File: src/sv/thermostatic_fan_pwm_top_macros.svh
// assertion macros for the thermostatic fan controller
// each macro samples on clk and is disabled while arst_n is low
`ifndef THERMOSTATIC_FAN_PWM_TOP_MACROS_SVH
`define THERMOSTATIC_FAN_PWM_TOP_MACROS_SVH

// property that must hold at every edge
`define TFP_ASSERT_ALWAYS(lbl, prop, msg) \
	lbl: assert property (@(posedge clk) disable iff (!arst_n) (prop)) else $error(msg);

// condition in one cycle implies a consequence in the next
`define TFP_ASSERT_NEXT(lbl, ante, cons, msg) \
	lbl: assert property (@(posedge clk) disable iff (!arst_n) (ante) |=> (cons)) else $error(msg);

`endif

File: src/sv/tfp_pkg.sv
`timescale 1ns / 1ps

package tfp_pkg;

	// pwm period in ticks, counter counts 0 .. PWM_PERIOD-1
	localparam int unsigned CNT_W      = 7;
	localparam logic [CNT_W-1:0] PWM_PERIOD = 7'd100;

	localparam int unsigned VAL_W = 7;

	// configuration register indexes
	localparam int unsigned CFG_IDX_W = 3;
	localparam logic [CFG_IDX_W-1:0] CFG_DUTY_LOW  = 3'd0;
	localparam logic [CFG_IDX_W-1:0] CFG_DUTY_MID  = 3'd1;
	localparam logic [CFG_IDX_W-1:0] CFG_DUTY_HIGH = 3'd2;
	localparam logic [CFG_IDX_W-1:0] CFG_THR_FLOOR = 3'd3;
	localparam logic [CFG_IDX_W-1:0] CFG_THR_CEIL  = 3'd4;

	// reset values
	localparam logic [VAL_W-1:0] RST_DUTY_LOW  = 7'd50;
	localparam logic [VAL_W-1:0] RST_DUTY_MID  = 7'd75;
	localparam logic [VAL_W-1:0] RST_DUTY_HIGH = 7'd100;
	localparam logic [VAL_W-1:0] RST_THR_FLOOR = 7'd12;
	localparam logic [VAL_W-1:0] RST_THR_CEIL  = 7'd125;
	localparam logic [VAL_W-1:0] RST_THRESHOLD = 7'd20;

	// request kinds and key codes
	localparam logic REQ_TICK = 1'b0;
	localparam logic REQ_CTRL = 1'b1;

	localparam logic [1:0] KEY_NONE  = 2'd0;
	localparam logic [1:0] KEY_RAISE = 2'd1;
	localparam logic [1:0] KEY_LOWER = 2'd2;
	localparam logic [1:0] KEY_SPEED = 2'd3;

	// speed settings
	localparam logic [1:0] SPEED_LOW  = 2'd1;
	localparam logic [1:0] SPEED_MID  = 2'd2;
	localparam logic [1:0] SPEED_HIGH = 2'd3;

	typedef struct packed {
		logic              req_type;
		logic [1:0]        key_code;
		logic signed [11:0] temperature;
	} req_t;

	typedef struct packed {
		logic             motor_on;
		logic             over_temp;
		logic [VAL_W-1:0] threshold_now;
		logic [1:0]       speed_now;
		logic [VAL_W-1:0] duty_now;
	} rsp_t;

endpackage

File: src/sv/thermostatic_fan_pwm_top.sv
`timescale 1ns / 1ps
// thermostatic fan controller with pwm drive
// request channel: req_valid / req_stall carry one req_t transaction, either a
//   pwm tick (req_type 0) or a control pass with key code and temperature in
//   signed 1/16 degree units (req_type 1)
// response channel: rsp_valid / rsp_stall carry one rsp_t transaction per
//   request, showing the state after that request has been applied
// config channel: cfg_valid / cfg_ready with cfg_index and cfg_data; cfg_ready
//   is always high, writes to unused indexes are dropped; write only when idle
// path: an accepted request is held in the input register and its response is
//   written when advance is high (one input register, one response register)
// throughput: one transaction per clock when rsp_stall is low; the state
//   update is one pass of small compares and increments between the registers
// stall: while rsp_stall holds a pending response, one more request can still
//   be taken into the input register; req_stall rises only when both are full
// reset: asynchronous, arst_n low; threshold 20, speed 1, counter, duty, over
//   flag and motor level 0, config registers back to their defaults
`include "thermostatic_fan_pwm_top_macros.svh"

module thermostatic_fan_pwm_top (
	input  logic                         clk,
	input  logic                         arst_n,
	input  logic                         req_valid,
	output logic                         req_stall,
	input  tfp_pkg::req_t                req,
	output logic                         rsp_valid,
	input  logic                         rsp_stall,
	output tfp_pkg::rsp_t                rsp,
	input  logic                         cfg_valid,
	output logic                         cfg_ready,
	input  logic [tfp_pkg::CFG_IDX_W-1:0] cfg_index,
	input  logic [tfp_pkg::VAL_W-1:0]    cfg_data
);

	// configuration registers
	logic [tfp_pkg::VAL_W-1:0] duty_low_q, duty_mid_q, duty_high_q;
	logic [tfp_pkg::VAL_W-1:0] thr_floor_q, thr_ceil_q;

	// controller state
	logic [tfp_pkg::CNT_W-1:0] count_q;
	logic [tfp_pkg::VAL_W-1:0] duty_q;
	logic [tfp_pkg::VAL_W-1:0] thr_q;
	logic [1:0]                speed_q;
	logic                      over_q;
	logic                      motor_q;

	// input stage and response register
	logic          valid_s1;
	tfp_pkg::req_t req_s1;
	logic          rsp_valid_q;
	tfp_pkg::rsp_t rsp_q;

	logic advance;
	logic req_take;

	// next-state values for the item in the input stage
	logic [tfp_pkg::CNT_W-1:0] count_nxt;
	logic [tfp_pkg::VAL_W-1:0] duty_nxt;
	logic [tfp_pkg::VAL_W-1:0] thr_nxt;
	logic [1:0]                speed_nxt;
	logic                      over_nxt;
	logic                      motor_nxt;
	logic [tfp_pkg::VAL_W:0]   thr_up;
	logic [tfp_pkg::VAL_W-1:0] thr_key;
	logic [tfp_pkg::VAL_W-1:0] speed_duty;
	logic signed [12:0]        temp_ext;
	logic signed [12:0]        thr_scaled;

	// the response register moves when it is empty or being taken
	assign advance   = !rsp_valid_q || !rsp_stall;
	// input stage is free when empty or draining into the response register
	assign req_stall = valid_s1 && !advance;
	assign req_take  = req_valid && !req_stall;
	assign cfg_ready = 1'b1;

	assign rsp_valid = rsp_valid_q;
	assign rsp       = rsp_q;

	always_comb begin
		// threshold after the key, raise saturates at the ceiling
		thr_up  = {1'b0, thr_q} + 8'd1;
		thr_key = thr_q;
		case (req_s1.key_code)
			tfp_pkg::KEY_RAISE: begin
				if (thr_up > {1'b0, thr_ceil_q}) begin
					thr_key = thr_ceil_q;
				end else begin
					thr_key = thr_up[tfp_pkg::VAL_W-1:0];
				end
			end
			tfp_pkg::KEY_LOWER: begin
				// zero would go negative, so it always lands on the floor
				if (thr_q == '0 || (thr_q - 7'd1) < thr_floor_q) begin
					thr_key = thr_floor_q;
				end else begin
					thr_key = thr_q - 7'd1;
				end
			end
			default: begin
				thr_key = thr_q;
			end
		endcase

		if (req_s1.key_code == tfp_pkg::KEY_SPEED) begin
			speed_nxt = (speed_q == tfp_pkg::SPEED_HIGH) ? tfp_pkg::SPEED_LOW : speed_q + 2'd1;
		end else begin
			speed_nxt = speed_q;
		end

		case (speed_nxt)
			tfp_pkg::SPEED_LOW:  speed_duty = duty_low_q;
			tfp_pkg::SPEED_MID:  speed_duty = duty_mid_q;
			tfp_pkg::SPEED_HIGH: speed_duty = duty_high_q;
			default:             speed_duty = '0;
		endcase

		// compare in 1/16 degree units, threshold * 16 fits in 13 bits signed
		temp_ext   = {req_s1.temperature[11], req_s1.temperature};
		thr_scaled = $signed({2'b00, thr_key, 4'b0000});

		// pwm counter wraps at the period
		if (count_q + 7'd1 == tfp_pkg::PWM_PERIOD) begin
			count_nxt = '0;
		end else begin
			count_nxt = count_q + 7'd1;
		end

		if (req_s1.req_type == tfp_pkg::REQ_TICK) begin
			thr_nxt   = thr_q;
			speed_nxt = speed_q;
			over_nxt  = over_q;
			duty_nxt  = duty_q;
			motor_nxt = count_nxt < duty_q;
		end else begin
			count_nxt = count_q;
			thr_nxt   = thr_key;
			over_nxt  = temp_ext > thr_scaled;
			duty_nxt  = over_nxt ? speed_duty : '0;
			// motor level only follows the new duty from the next tick
			motor_nxt = motor_q;
		end
	end

	// input stage
	always_ff @(posedge clk or negedge arst_n) begin
		if (!arst_n) begin
			valid_s1 <= 1'b0;
		end else if (req_take) begin
			valid_s1 <= 1'b1;
		end else if (advance) begin
			valid_s1 <= 1'b0;
		end
	end

	always_ff @(posedge clk) begin
		if (req_take) begin
			req_s1 <= req;
		end
	end

	// state update and response register
	always_ff @(posedge clk or negedge arst_n) begin
		if (!arst_n) begin
			count_q     <= '0;
			duty_q      <= '0;
			thr_q       <= tfp_pkg::RST_THRESHOLD;
			speed_q     <= tfp_pkg::SPEED_LOW;
			over_q      <= 1'b0;
			motor_q     <= 1'b0;
			rsp_valid_q <= 1'b0;
		end else if (advance) begin
			rsp_valid_q <= valid_s1;
			if (valid_s1) begin
				count_q <= count_nxt;
				duty_q  <= duty_nxt;
				thr_q   <= thr_nxt;
				speed_q <= speed_nxt;
				over_q  <= over_nxt;
				motor_q <= motor_nxt;
			end
		end
	end

	always_ff @(posedge clk) begin
		if (advance && valid_s1) begin
			rsp_q.motor_on      <= motor_nxt;
			rsp_q.over_temp     <= over_nxt;
			rsp_q.threshold_now <= thr_nxt;
			rsp_q.speed_now     <= speed_nxt;
			rsp_q.duty_now      <= duty_nxt;
		end
	end

	// configuration writes, unknown indexes are dropped
	always_ff @(posedge clk or negedge arst_n) begin
		if (!arst_n) begin
			duty_low_q  <= tfp_pkg::RST_DUTY_LOW;
			duty_mid_q  <= tfp_pkg::RST_DUTY_MID;
			duty_high_q <= tfp_pkg::RST_DUTY_HIGH;
			thr_floor_q <= tfp_pkg::RST_THR_FLOOR;
			thr_ceil_q  <= tfp_pkg::RST_THR_CEIL;
		end else if (cfg_valid && cfg_ready) begin
			case (cfg_index)
				tfp_pkg::CFG_DUTY_LOW:  duty_low_q  <= cfg_data;
				tfp_pkg::CFG_DUTY_MID:  duty_mid_q  <= cfg_data;
				tfp_pkg::CFG_DUTY_HIGH: duty_high_q <= cfg_data;
				tfp_pkg::CFG_THR_FLOOR: thr_floor_q <= cfg_data;
				tfp_pkg::CFG_THR_CEIL:  thr_ceil_q  <= cfg_data;
				default: begin
				end
			endcase
		end
	end

	// checks on the controller state and the pipeline hand-off
	`TFP_ASSERT_ALWAYS(a_count_in_period, count_q < tfp_pkg::PWM_PERIOD, "pwm counter left its period")
	`TFP_ASSERT_ALWAYS(a_speed_nonzero, speed_q != 2'd0, "speed setting reached zero")
	`TFP_ASSERT_NEXT(a_stage_drains, valid_s1 && advance, rsp_valid_q, "input stage item lost")

endmodule

File: config.mk
export PLATFORM = sky130hd
export DESIGN_NAME = thermostatic_fan_pwm_top
export DESIGN_NICKNAME = d
export VERILOG_FILES = /design/src/sv/tfp_pkg.sv /design/src/sv/thermostatic_fan_pwm_top.sv
export VERILOG_INCLUDE_DIRS = /design/src /design/src/sv
export SDC_FILE = /design/constraint.sdc
export NUM_CORES = 1
export LEC_CHECK = 0
export BUFFER_PORTS_ARGS = -buffer_cell sky130_fd_sc_hd__clkbuf_2
export CAP_MARGIN = 20
export CORE_UTILIZATION = 54
export DETAILED_ROUTE_END_ITERATION = 8
export MAX_ROUTING_LAYER = met4
export PLACE_DENSITY = 0.77
export SLEW_MARGIN = 40
export SYNTH_ARGS = -nofsm -noshare
export SYNTH_HDL_FRONTEND = slang
export SYNTH_SLANG_ARGS = --single-unit
File: constraint.sdc
create_clock -name clk -period 4.05 [get_ports clk]
set_clock_uncertainty 0.2 [all_clocks]
set_input_delay 0.405 -clock clk [delete_from_list [all_inputs] [get_ports clk]]
set_output_delay 0.405 -clock clk [all_outputs]
set_load 0.01 [all_outputs]
==> results.txt <==
P_leak - 3.03 nW
DRT antenna net count - 0
Final #Nets - 681
core area - 9330 um^2
flops & latches, synth - 95
final setup vio count - 16
post-DR wirelength/cell - 18.8 um
Sink Count - 95
pwr dens - 736 nW/um^2
synthesized area - 5230 um^2
initial antenna violation count - 0
CP arrival - 4.64 ns
setup slack, reg-to-reg - -0.55 ns
Initial Util - 56.0%
CP max stage delay - 0.66 ns
DIE AREA - 10100 um^2
Peak Freq - 0.218 GHz
hold path cells - 2
Peak supply drop - 0.388 mV
endpoint class of the critical path - flip-flop
Syn Area/Cell - 11.0 um^2
FFs w/ async S/R, synth - 65.3%
outcome - finished, violations left
H-tree levels - 3
element type at the critical path start - flip-flop
CTS tree - done
worst skew pair latency - 0.39 ns
I/O pin cnt - 51
EDFF count, synth - 33
first-pass detailed-route iteration total - 5
failing checks - setup timing
crit path kind - reg2reg
Clock Path Buffers - 2
Reg clk slew, reported paths - 0.11 ns
crit-path max FO - 6
Slew Limit Fails - 0
Detailed Route Iter0 Violations - 205
Ys Warns - 0
Slew @ Worst Pin - 0.758 ns
Stages on worst setup path - 18
proportion of layout cells with a drive suffix above 1 - 45.5%
total grt overflow - 0
DRT Wirelength - 14100 um
Worst Setup Slack, final - -0.547 ns
vias - 4282
fin crit share - 114%
Placer Congestion - 0.914
Cell variety after synth - 61
max cap viols - 0
TritonCTS buffer count - 9
CP Cell Sequence - nor2_2 > and4_1 > xor2_2 > ha_1 > and4_4 > o221ai_4 > a32oi_4 > buf_6 > mux2i_4 > o32a_1 > mux2_4 > ha_4 > nand4b_1 > nor3_2 > a2111o_1 > a21o_4 > a311o_1 > o21ai_1
wire length of the first global-routing pass - 21600 um
Reg2Reg Depth - 18
cells after synthesis - 476
Via density - 5.70
HPWL Detailed - 9320 um
Post-Route Utilization - 75.4%
area grow syn2layout - 34.5%
Mapped Nets - 540
RSZ-0062 raised after global routing - true
CP bufs+invs - 1
largest net degree at the start of global routing - 36
Crit path max-delay family - compound AO/OA/AOI/OAI gates
Worst path slowest cell - dfstp_2
root buf cell - clkbuf_8
final hold vios - 0
sequential element share of the synthesized area - 49.2%
ANT cells - 0
worst path required time - 4.10 ns
ys flop type - dfrtp_1
die width - 100 um
vias in the first global route - 4278
setup TNS - -7.12 ns
min-delay worst type - in2reg
num rows - 35
Pwr Total - 0.00517 W
DR DRC count - 0
Slew HR - 49.2%
Total GRT Usage - 29.7%
Period minus WS final - 4.60 ns
port bufs - 49
Die Height - 100 um
==> routing by layer <==
metal	GRT usage (%)	up-vias	routed length, um
li1	-	1995	-
met1	37.9	2084	6000
met2	46.6	159	6830
met3	5.36	44	745
met4	12.8	0	536
met5	-	-	0
==> worst paths after layout <==
kind | startpoint | to
max | thr_q[2]$_DFFE_PN1P_ | rsp[2]$_DFFE_PP_
min | req_valid | valid_s1$_DFFE_PN0P_
max reg2reg | thr_q[2]$_DFFE_PN1P_ | rsp[2]$_DFFE_PP_
min reg2reg | speed_q[0]$_DFFE_PN1P_ | speed_q[0]$_DFFE_PN1P_
max in group asynchronous | arst_n | duty_low_q[5]$_DFFE_PN1P_
min in group asynchronous | arst_n | thr_q[0]$_DFFE_PN0P_
==> kinds of logic (layout without fill, tap and decap cells) <==
group	after synthesis	count (layout)	synth area share (%)
fa+ha+maj	34	34	8.14
flops	95	95	49.2
mux	56	56	11.8
simple gates	127	127	12.0
other cells	1	1	0.0718
xor+xnor	15	15	2.51
buf+inv	52	198	3.93
compound gates	96	96	12.4
==> area by class of cell <==
cell class / count / area, um^2
Clock buffer: 10 / 149
Clock inverter: 6 / 58.8
Fill cell: 604 / 2300
Inverter: 35 / 131
Multi-Input combinational cell: 329 / 2920
Sequential cell: 95 / 2570
Tap cell: 129 / 161
Timing Repair Buffer: 147 / 1040
==> cells in the final DEF (no fill, tap or decap), drive strengths merged, types with 4 or more instances in the layout <==
| cell | synthesis | layout |
|---|---|---|
| a211o | 4 | 4 |
| a21o | 4 | 4 |
| a21oi | 14 | 14 |
| and4 | 4 | 4 |
| buf | 8 | 83 |
| clkbuf | 9 | 58 |
| dfrtp | 41 | 41 |
| dfstp | 21 | 21 |
| dlygate4sd3 | 0 | 16 |
| edfxtp | 33 | 33 |
| ha | 34 | 34 |
| inv | 35 | 38 |
| mux2 | 43 | 43 |
| mux2i | 13 | 13 |
| nand2 | 50 | 50 |
| nand2b | 7 | 7 |
| nand3 | 14 | 14 |
| nor2 | 21 | 21 |
| nor2b | 4 | 4 |
| nor3 | 10 | 10 |
| o211ai | 4 | 4 |
| o21ai | 41 | 41 |
| xnor2 | 9 | 9 |
| xor2 | 6 | 6 |
==> Yosys cell counts (2+ instances only) <==
master / n / area share, %
o32a_1: 2 / 0.38
mux2_2: 42 / 9.0
a311o_1: 3 / 0.57
a211o_1: 4 / 0.67
and3b_1: 2 / 0.34
nand2_1: 50 / 3.6
and3_1: 3 / 0.36
nand2b_1: 7 / 0.84
a21oi_1: 14 / 1.3
xnor2_1: 9 / 1.5
inv_1: 35 / 2.5
edfxtp_1: 33 / 19
dfrtp_1: 41 / 20
o21ai_1: 7 / 0.67
a21boi_0: 2 / 0.29
a41oi_1: 2 / 0.34
o32ai_1: 2 / 0.34
or3_1: 2 / 0.24
nor3_1: 10 / 0.96
xor2_1: 6 / 1.0
a21o_1: 4 / 0.57
nand3_1: 14 / 1.3
o211ai_1: 4 / 0.57
mux2i_1: 13 / 2.5
and4_1: 4 / 0.67
o21ai_0: 34 / 3.3
buf_1: 2 / 0.14
nor2b_1: 4 / 0.48
nor3b_2: 2 / 0.48
ha_1: 34 / 8.1
dfstp_2: 21 / 11
nor2_1: 20 / 1.4
o21a_1: 3 / 0.43
clkbuf_1: 9 / 0.65
buf_2: 5 / 0.48
nand4_1: 2 / 0.24
==> per-stage QoR <==
step / hold WS, ns / std cells / setup WS (ns) / instance area, um^2
finish: 0.0122 / 751 / -0.547 / 7030
global route: 0.00703 / 751 / -0.652 / 7030
CTS: 0.000350 / 739 / -0.422 / 6770
detailed placement: 0.276 / 693 / -0.683 / 6080
global placement: 0.264 / 693 / -0.712 / 6080
floorplan: -0.0906 / 476 / -0.116 / 5340
==> state kept, by name, summed over array words and instances, names as in the netlist <==
signal,count
count_q,7
rsp,18
rsp_valid,1
thr_floor_q,7
over_q,1
speed_q,2
motor_q,1
thr_q,7
duty_q,7
thr_ceil_q,7
duty_low_q,7
duty_high_q,7
duty_mid_q,7
valid_s1,1
req_s1,15
==> report_power, final <==
group / leakage (nW) / switching [W] / total (W) / internal (W)
registers: 1.06 / 0.000181 / 0.00145 / 0.00127
clock network: 0.107 / 0.000384 / 0.000658 / 0.000275
logic: 1.87 / 0.00148 / 0.00306 / 0.00158
==> timing repair <==
item,4_1_cts,5_1_grt
setup buffers,18,9
setup endpoints to repair,16,16
hold endpoints to repair,29,4
pin swaps,29,22
gates resized for setup,44,33
hold buffers,12,4
==> worst register-to-register path: stages (launching register included) <==
cell	delay, ns
dfstp_2	0.66
nor2_2	0.07
and4_1	0.17
xor2_2	0.16
ha_1	0.32
and4_4	0.26
o221ai_4	0.11
a32oi_4	0.29
buf_6	0.17
mux2i_4	0.25
o32a_1	0.23
mux2_4	0.20
ha_4	0.21
nand4b_1	0.11
nor3_2	0.06
a2111o_1	0.31
a21o_4	0.23
a311o_1	0.37
o21ai_1	0.09
(Power assumes the default switching activity.)
